### config.mk
export PLATFORM = sky130hd
export DESIGN_NAME = fccm_ctrl
export DESIGN_NICKNAME = d
export VERILOG_FILES = /design/src/fccm_pkg.sv /design/src/fccm_ctrl.sv
export SDC_FILE = /design/constraint.sdc
export NUM_CORES = 1
export LEC_CHECK = 0
export ABC_AREA = 1
export BUFFER_PORTS_ARGS = -buffer_cell sky130_fd_sc_hd__buf_2
export CORE_ASPECT_RATIO = 0.75
export CORE_MARGIN = 2
export CORE_UTILIZATION = 42
export DETAILED_ROUTE_END_ITERATION = 7
export PLACE_DENSITY = 0.75
export RECOVER_POWER = 50
export SLEW_MARGIN = 25
export SYNTH_ARGS = -nofsm -noshare
export SYNTH_HDL_FRONTEND = slang
export SYNTH_SLANG_ARGS = --single-unit
### constraint.sdc
create_clock -name clk -period 1.3 [get_ports clk]
set_input_delay 0.13 -clock clk [delete_from_list [all_inputs] [get_ports clk]]
set_output_delay 0.13 -clock clk [all_outputs]
set_load 0.02 [all_outputs]
### src/fccm_pkg.sv
// Shared types and constants of the FAT16 cluster chain manager.
package fccm_pkg;

  localparam logic [1:0] REQ_ALLOC  = 2'd0;
  localparam logic [1:0] REQ_FREE   = 2'd1;
  localparam logic [1:0] REQ_EXTEND = 2'd2;
  localparam logic [1:0] REQ_COUNT  = 2'd3;

  localparam logic [1:0] ST_OK     = 2'd0;
  localparam logic [1:0] ST_NOSPC  = 2'd1;
  localparam logic [1:0] ST_BROKEN = 2'd2;

  localparam logic [15:0] END_MARK   = 16'hFFFF;
  localparam logic [15:0] END_LIMIT  = 16'hFFF0;
  localparam logic [14:0] APPEND_MAX = 15'd16384;
  localparam logic [9:0]  CLUSTER_BYTES = 10'd512;

  // Table write operations.
  localparam logic [2:0] WR_NONE      = 3'd0;
  localparam logic [2:0] WR_SCAN_ZERO = 3'd1;
  localparam logic [2:0] WR_PREV_SCAN = 3'd2;
  localparam logic [2:0] WR_PREV_END  = 3'd3;
  localparam logic [2:0] WR_CUR_ZERO  = 3'd4;
  localparam logic [2:0] WR_CUR_SCAN  = 3'd5;
  localparam logic [2:0] WR_SCAN_END  = 3'd6;

  // Result kinds.
  localparam logic [3:0] EM_ALLOC_FAIL = 4'd0;
  localparam logic [3:0] EM_ALLOC_OK   = 4'd1;
  localparam logic [3:0] EM_FREE_OK    = 4'd2;
  localparam logic [3:0] EM_FREE_BAD   = 4'd3;
  localparam logic [3:0] EM_COUNT      = 4'd4;
  localparam logic [3:0] EM_BROKEN     = 4'd5;
  localparam logic [3:0] EM_FULL       = 4'd6;
  localparam logic [3:0] EM_SEG        = 4'd7;
  localparam logic [3:0] EM_EMPTY      = 4'd8;

  typedef struct packed {
    logic [1:0]  req_type;
    logic [15:0] start_cluster;
    logic [31:0] byte_size;
    logic [14:0] append_bytes;
    logic [15:0] max_count;
  } req_t;

  typedef struct packed {
    logic [1:0]  status;
    logic [15:0] cluster;
    logic [15:0] sector;
    logic [8:0]  seg_offset;
    logic [9:0]  seg_length;
    logic [15:0] count;
    logic        last;
  } res_t;

  typedef struct packed {
    logic       load;
    logic       scan_rst;
    logic       scan_inc;
    logic       cnt_rst;
    logic       cnt_inc;
    logic       take_first;
    logic       rd_cur;
    logic [2:0] wr_op;
    logic       cur_from_data;
    logic       cur_from_scan;
    logic       steps_dec;
    logic       emit;
    logic [3:0] emit_kind;
  } dp_cmd_t;

  typedef struct packed {
    logic [1:0] new_type;
    logic [1:0] req_type;
    logic       is_free;
    logic       hit;
    logic       scan_last;
    logic       cnt_eq_lim;
    logic       n_zero;
    logic       cur_is_data;
    logic       nxt_end;
    logic       nxt_is_data;
    logic       steps_too_big;
    logic       steps_zero;
    logic       steps_one;
    logic       rem_zero;
    logic       off_full;
    logic       seg_last;
    logic       emitted;
  } dp_stat_t;

endpackage

### src/fccm_ctrl.sv
// Sequencing state machine of the cluster chain manager.
module fccm_ctrl (
  input  logic              clk,
  input  logic              rst,
  input  logic              start,
  input  fccm_pkg::dp_stat_t stat,
  output fccm_pkg::dp_cmd_t  cmd,
  output logic              busy
);
  import fccm_pkg::*;

  localparam logic [4:0] S_CLEAR  = 5'd0;
  localparam logic [4:0] S_IDLE   = 5'd1;
  localparam logic [4:0] S_CN_RD  = 5'd2;
  localparam logic [4:0] S_CN_EV  = 5'd3;
  localparam logic [4:0] S_CN_OUT = 5'd4;
  localparam logic [4:0] S_AL_RD  = 5'd5;
  localparam logic [4:0] S_AL_EV  = 5'd6;
  localparam logic [4:0] S_AL_END = 5'd7;
  localparam logic [4:0] S_FR_CHK = 5'd8;
  localparam logic [4:0] S_FR_RD  = 5'd9;
  localparam logic [4:0] S_FR_EV  = 5'd10;
  localparam logic [4:0] S_FR_OK  = 5'd11;
  localparam logic [4:0] S_EX_CHK = 5'd12;
  localparam logic [4:0] S_EX_RD  = 5'd13;
  localparam logic [4:0] S_EX_EV  = 5'd14;
  localparam logic [4:0] S_EX_SEG = 5'd15;
  localparam logic [4:0] S_EX_FRD = 5'd16;
  localparam logic [4:0] S_EX_FEV = 5'd17;
  localparam logic [4:0] S_EX_MRK = 5'd18;

  logic [4:0] state, state_next;

  always_ff @(posedge clk) begin
    if (rst) begin
      state <= S_CLEAR;
    end else begin
      state <= state_next;
    end
  end

  assign busy = (state != S_IDLE);

  always_comb begin
    cmd = '0;
    state_next = state;
    case (state)
      S_CLEAR: begin
        cmd.wr_op = WR_SCAN_ZERO;
        cmd.scan_inc = 1'b1;
        if (stat.scan_last) begin
          state_next = S_IDLE;
        end
      end
      S_IDLE: begin
        if (start) begin
          cmd.load = 1'b1;
          cmd.scan_rst = 1'b1;
          case (stat.new_type)
            REQ_FREE:   state_next = S_FR_CHK;
            REQ_EXTEND: state_next = S_EX_CHK;
            default:    state_next = S_CN_RD;
          endcase
        end
      end
      S_CN_RD: state_next = S_CN_EV;
      S_CN_EV: begin
        cmd.cnt_inc = stat.is_free;
        if (stat.hit || stat.scan_last) begin
          state_next = S_CN_OUT;
        end else begin
          cmd.scan_inc = 1'b1;
          state_next = S_CN_RD;
        end
      end
      S_CN_OUT: begin
        if (stat.req_type == REQ_ALLOC) begin
          if (stat.cnt_eq_lim) begin
            cmd.scan_rst = 1'b1;
            cmd.cnt_rst = 1'b1;
            state_next = S_AL_RD;
          end else begin
            cmd.emit = 1'b1;
            cmd.emit_kind = EM_ALLOC_FAIL;
            state_next = S_IDLE;
          end
        end else begin
          cmd.emit = 1'b1;
          cmd.emit_kind = EM_COUNT;
          state_next = S_IDLE;
        end
      end
      S_AL_RD: state_next = S_AL_EV;
      S_AL_EV: begin
        if (stat.is_free) begin
          cmd.cnt_inc = 1'b1;
          if (stat.n_zero) begin
            cmd.take_first = 1'b1;
          end else begin
            cmd.wr_op = WR_PREV_SCAN;
          end
        end
        if (stat.hit) begin
          state_next = S_AL_END;
        end else begin
          cmd.scan_inc = 1'b1;
          state_next = S_AL_RD;
        end
      end
      S_AL_END: begin
        cmd.wr_op = WR_PREV_END;
        cmd.emit = 1'b1;
        cmd.emit_kind = EM_ALLOC_OK;
        state_next = S_IDLE;
      end
      S_FR_CHK: begin
        if (stat.cur_is_data) begin
          state_next = S_FR_RD;
        end else begin
          cmd.emit = 1'b1;
          cmd.emit_kind = EM_FREE_BAD;
          state_next = S_IDLE;
        end
      end
      S_FR_RD: begin
        cmd.rd_cur = 1'b1;
        state_next = S_FR_EV;
      end
      S_FR_EV: begin
        if (stat.nxt_end) begin
          cmd.wr_op = WR_CUR_ZERO;
          cmd.cnt_inc = 1'b1;
          state_next = S_FR_OK;
        end else if (!stat.nxt_is_data) begin
          cmd.emit = 1'b1;
          cmd.emit_kind = EM_FREE_BAD;
          state_next = S_IDLE;
        end else begin
          cmd.wr_op = WR_CUR_ZERO;
          cmd.cnt_inc = 1'b1;
          cmd.cur_from_data = 1'b1;
          state_next = S_FR_RD;
        end
      end
      S_FR_OK: begin
        cmd.emit = 1'b1;
        cmd.emit_kind = EM_FREE_OK;
        state_next = S_IDLE;
      end
      S_EX_CHK: begin
        if (!stat.cur_is_data || stat.steps_too_big) begin
          cmd.emit = 1'b1;
          cmd.emit_kind = EM_BROKEN;
          state_next = S_IDLE;
        end else if (stat.steps_zero) begin
          state_next = S_EX_SEG;
        end else begin
          state_next = S_EX_RD;
        end
      end
      S_EX_RD: begin
        cmd.rd_cur = 1'b1;
        state_next = S_EX_EV;
      end
      S_EX_EV: begin
        if (!stat.nxt_is_data) begin
          cmd.emit = 1'b1;
          cmd.emit_kind = EM_BROKEN;
          state_next = S_IDLE;
        end else begin
          cmd.cur_from_data = 1'b1;
          cmd.steps_dec = 1'b1;
          state_next = stat.steps_one ? S_EX_SEG : S_EX_RD;
        end
      end
      S_EX_SEG: begin
        if (stat.rem_zero) begin
          if (!stat.emitted) begin
            cmd.emit = 1'b1;
            cmd.emit_kind = EM_EMPTY;
          end
          state_next = S_IDLE;
        end else if (stat.off_full) begin
          cmd.scan_rst = 1'b1;
          state_next = S_EX_FRD;
        end else begin
          cmd.emit = 1'b1;
          cmd.emit_kind = EM_SEG;
          if (stat.seg_last) begin
            state_next = S_IDLE;
          end
        end
      end
      S_EX_FRD: state_next = S_EX_FEV;
      S_EX_FEV: begin
        if (stat.is_free) begin
          cmd.wr_op = WR_CUR_SCAN;
          state_next = S_EX_MRK;
        end else if (stat.scan_last) begin
          cmd.emit = 1'b1;
          cmd.emit_kind = EM_FULL;
          state_next = S_IDLE;
        end else begin
          cmd.scan_inc = 1'b1;
          state_next = S_EX_FRD;
        end
      end
      S_EX_MRK: begin
        cmd.wr_op = WR_SCAN_END;
        cmd.cur_from_scan = 1'b1;
        state_next = S_EX_SEG;
      end
      default: state_next = S_IDLE;
    endcase
  end

endmodule

; ---- Word-level counts from Yosys, hierarchy flattened
; Cells that the tools add are included.
[classes]
add_sub_neg = 0
order_cmp = 0
reduce_logical = 7
eq_ne = 24
bitwise = 0
muxes = 63
shifts = 0
n_mul = 0
div = 0
[op_table]
columns = cell, n
row1 = 5-bit two-way mux, 20
row2 = 5-bit case mux with 17 select lines, 1
row3 = 5-bit case mux with 9 select lines, 1
row4 = "5-bit by 4-bit equality test with 1-bit output, second input constant", 8
row5 = "5-bit by 3-bit equality test with 1-bit output, second input constant", 4
row6 = 4-bit two-way mux, 5
row7 = 1-bit two-way mux, 18
row8 = 3-bit case mux with 6 select lines, 1
row9 = "5-bit equality test, second input constant", 3
row10 = 3-bit two-way mux, 5
row11 = 2-bit two-way mux, 7
row12 = "5-bit by 2-bit equality test with 1-bit output, second input constant", 2
row13 = 4-bit case mux with 2 select lines, 1
row14 = 1-bit case mux with 3 select lines, 2
row15 = "5-bit by 1-bit equality test with 1-bit output, second input constant", 1
row16 = 5-bit zero test, 1
row17 = "5-bit by 1-bit inequality test with 1-bit output, second input constant", 1
row18 = "2-bit inequality test, second input constant", 2
row19 = "4-bit inequality test, second input constant", 1
row20 = 1-bit case mux with 4 select lines, 1
row21 = 3-bit AND reduction, 1
row22 = "2-bit by 1-bit equality test with 1-bit output, second input constant", 1
row23 = "2-bit equality test, second input constant", 1
row24 = 2-bit zero test, 1
row25 = other kinds (4), 5
[totals]
memories = 0
latchBits = 0
romBits = 0
inputBits = 22
register_bits = 5
word_cells = 95
ramBits = 0

; ---- Logic depth before layout (Yosys ltp)
[logic_depth]
depth_word = 4
mapped_depth = 10
depth_no_buf = 10

; ---- Worst setup path after synthesis
; Ideal clock, no wire load.
[synth_path]
path_kind = flip-flop to output port
start = register state[1]
end = output cmd[9] in the netlist's numbering
t_arrival_ns = 1.301
required_time_ns = 1.170
n_path_buf = 0
slack_ns = -0.131
path_stages_with_launch = 7
cell_sequence = dfxtp_1 -> nand2_1 -> nor2_2 -> nand2_1 -> nor2_1 -> inv_1 -> o211ai_1
[synth_rtl]
columns = element, line
row1 = from (decl), fccm_ctrl.sv:32  ; logic [4:0] state, state_next;
row2 = from (signal assigned), fccm_ctrl.sv:38  ; state <= state_next;
row3 = to (decl), fccm_ctrl.sv:7  ; output fccm_pkg::dp_cmd_t cmd,

; ---- Final worst setup path
[layout_path]
start = register state[1]
end = register state[2]
[layout_via]
elab_chain_len = 3
[layout_rtl]
columns = element, line
row1 = 5-bit by 4-bit equality test with 1-bit output (tied with other cells), fccm_ctrl.sv:47  ; case (state)
row2 = 4-bit inequality test (no source line) or 2-bit inequality test (tied branches), n/a
row3 = 3-bit AND reduction (no source line), n/a
; Several ways; a longest one is shown, not always the timed one.
; A chain may end at the register's enable or synchronous reset.

==> flow_summary_export.csv <==
group,metric,value,unit
place,post-place-ws,-0.1868,ns
power_and_ir_drop,comb_power_share,75.0,%
logic_synthesis,synth-xor-area-share,0,%
setup_path,reg2reg_from,"state[1]$_SDFFE_PP0P_",
logic_synthesis,synth_cells,178,
clock_network,root_buffer,"clkbuf_4",
sta,drv_slew,0,
logic_synthesis,synth_compound_area_share,10.99,%
logic_synthesis,ys_ff_latch,5,
power_and_ir_drop,vdd_ir_drop_max,0.9691,mV
global_route,grt_usage,34.71,%
logic_synthesis,synth_top_family_by_area,"simple AND/OR/NAND/NOR gates",
power_and_ir_drop,clkPwrFrac,10.8,%
clock_network,cts_made_buffers,3,
sta,max_freq,537.7,MHz
power_and_ir_drop,p_sw_share,51.99,%
power_and_ir_drop,pwr-share-seq,14.2,%
run_status,status,"finished, violations left",
route,drt_wl_total,6.083,mm
setup_path,cp-start-kind,"flip-flop",
layout,drive_gt1_share,60.30,%
logic_synthesis,syn-num-nets,201,
place,gp_congestion,0.9228,
setup_path,cp_max_fo,5,
run_status,violations,"setup timing",
sta,fin_worst_skew,0.0001936,ns
sta,finalCriticalPeriod,1.860,ns
logic_synthesis,synth_fa_ha_area_share,1.357,%
global_route,grt_overflow,0,
sta,report.final.hold_viol_count,0,
sta,finalWorstSetupSlack,-0.5596,ns
route,dr.pass1.iters,7,
floorplan,initial_core_util,45.38,%
sta,grt_setup_unrepaired,"true",
place,placed_cells,262,
route,drc,0,
power_and_ir_drop,power_density,919.1,mW/mm^2
floorplan,placementRows,14,
layout,fin_area,0.001918,mm^2
layout,top_register,"state",
run,drv_cap,0,
place,port_buffers,40,
hold_path,worstHoldPathType,"primary input to flip-flop",
layout,nets,291,
floorplan,core-area,0.002032,mm^2
layout,fin_cells,291,
sta,relSlewSlack,69.13,%
layout,fillers,65,
sta,finalCritPeriodShare,143.0,%
clock_network,h-tree-depth,1,
clock_network,clock_latency,0.25,ns
logic_synthesis,syn_avg_cell_area,5.181,um^2
clock_network,clk_pin_slew,0.05,ns
floorplan,dieArea,0.002590,mm^2
global_route,grt_pass1_vias,1531,
route,drtIter0Drc,231,
logic_synthesis,yosys.area_share.simple,63.23,%
route,wl_per_cell,20.90,um
clock_network,clock-sinks,5,
route,vias,1883,
sta,setup_viol,24,
layout,largest_register_ffs,5,
setup_path,critPathRequiredTime,1.43,ns
global_route,grt_first_pass_wirelength,6.858,mm
logic_synthesis,syn_area,922.1,um^2
power_and_ir_drop,switching_power,916.6,uW
floorplan,die_h,44.58,um
clock_network,hold_buffers,0,
layout,final_cell_mix,"buf_4 (39), nand2_1 (33), buf_6 (24)",
setup_path,critical_path_class,"flip-flop to flip-flop",
place,placed_area,0.001334,mm^2
layout,antennaDiodeCount,0,
route,avgViaCountPerCell,6.471,
route,ant_nets,0,
global_route,antenna_found_initial,0,
layout,final_common_cell,"buf_4",
logic_synthesis,ys_warn_count,0,
power_and_ir_drop,p_int,846.4,uW
setup_path,r2r_slack,-0.56,ns
logic_synthesis,synth_mux_area_share,0,%
power_and_ir_drop,power.leakage,1.080,nW
layout,area_delta_synth_final,108.0,%
logic_synthesis,seq_area_frac_synth,10.85,%
clock_network,cts_tree,"done",
setup_path,startpoint,"state[1]$_SDFFE_PP0P_",
clock_network,cts_max_path_buffers,2,
logic_synthesis,yosysUniqueCellTypes,24,
place,hpwl,2.818,mm
hold_path,hold_path_startpoint,"rst",
global_route,grt_max_degree,7,
setup_path,cp-end-kind,"flip-flop",
floorplan,io_pins,41,
sta,worst_pin_slew,0.4595,ns
setup_path,worst_ep_arrival_time,1.99,ns
layout,reg.largest.list,"state x5",
floorplan,die_x,58.11,um
worst paths after layout:
kind                      endpoint  depth (start not counted)
max          state[2]$_SDFFE_PP0P_                         12
min          state[4]$_SDFFE_PP0P_                          2
max reg2reg  state[2]$_SDFFE_PP0P_                         12
min reg2reg  state[4]$_SDFFE_PP0P_                          4
per-stage QoR:
step	hold slack [ns]	power (mW)	util, %	TNS [ns]
2_1_floorplan	0.1917	0.7409	-	-0.1907
3_3_place_gp	0.3495	1.018	65.64	-1.119
3_5_place_dp	0.3524	1.026	65.64	-1.275
4_1_cts	0.1057	1.384	80.30	-4.940
5_1_grt	0.1200	1.837	94.40	-9.685
6_report	0.1253	1.763	94.40	-8.482
per-layer routing:
layer | GRT usage [%] | up-vias | routed length, um
met1 | 41.32 | 815 | 2042
li1 | - | 749 | -
met2 | 62.95 | 223 | 2555
met3 | 8.187 | 96 | 871
met4 | 9.302 | 0 | 614
met5 | 0 | - | 0
critical path: stages (launching register included):
cell,delay [ns]
dfxtp_4,0.41
inv_1,0.08
nand2_2,0.15
nor2_4,0.08
buf_6,0.12
buf_6,0.12
buf_4,0.13
nand3_1,0.09
nand3_1,0.09
nor2_1,0.17
nand2_1,0.14
nand2_1,0.10
a21oi_1,0.06
layout make-up:
cell class              count  area (um^2)  area share, %
clock buffers               4        26.28          1.370
inverters                  33        131.4          6.849
multi-input cells         140        935.9          48.79
flip-flops and latches      5        118.9          6.197
well taps                  24        30.03          1.566
repair buffers             85        675.6          35.23
power by group through the flow:
stage	registers (mW)	clock network, mW	logic, mW
after floorplan	0.210	0	0.531
after global placement	0.214	0	0.803
after detailed placement	0.216	0	0.811
after CTS	0.239	0.187	0.958
after global routing	0.257	0.208	1.37
final	0.251	0.190	1.32
kinds of logic (layout without fill, tap and decap cells):
family                   count (synthesis)  after routing
AO/OA/AOI/OAI                           17             17
flip-flops                               5              5
buffers and inverters                   33            122
adder cells (fa/ha/maj)                  1              1
AND/OR/NAND/NOR                        122            122
what timing repair did:
action / 4_1_cts / 5_1_grt
endpoints found under the setup margin: 23 / 23
setup buffers: 11 / 16
pin swaps: 16 / 23
resized for setup: 60 / 55
cell usage after synthesis:
master,count,area [um^2]
nand2_4,3,33.78
clkinv_2,1,5.000
nand3_1,20,100.1
o21ai_0,5,25.02
o2111ai_1,1,8.760
nand2_2,3,18.77
a21oi_1,5,25.02
a31oi_1,2,12.51
nand2_1,48,180.2
o22ai_1,1,6.260
nor2_4,4,45.04
nand4_1,4,25.02
inv_1,29,108.9
nor2_1,29,108.9
ha_1,1,12.51
o21ai_2,1,8.760
nor3_1,1,5.000
nor2_2,6,37.54
and3_1,1,6.260
o211ai_1,2,15.01
nand3b_1,2,15.01
nor3b_1,1,7.510
inv_2,3,11.26
dfxtp_1,5,100.1
Note: power is estimated with default switching activity, not from simulation.
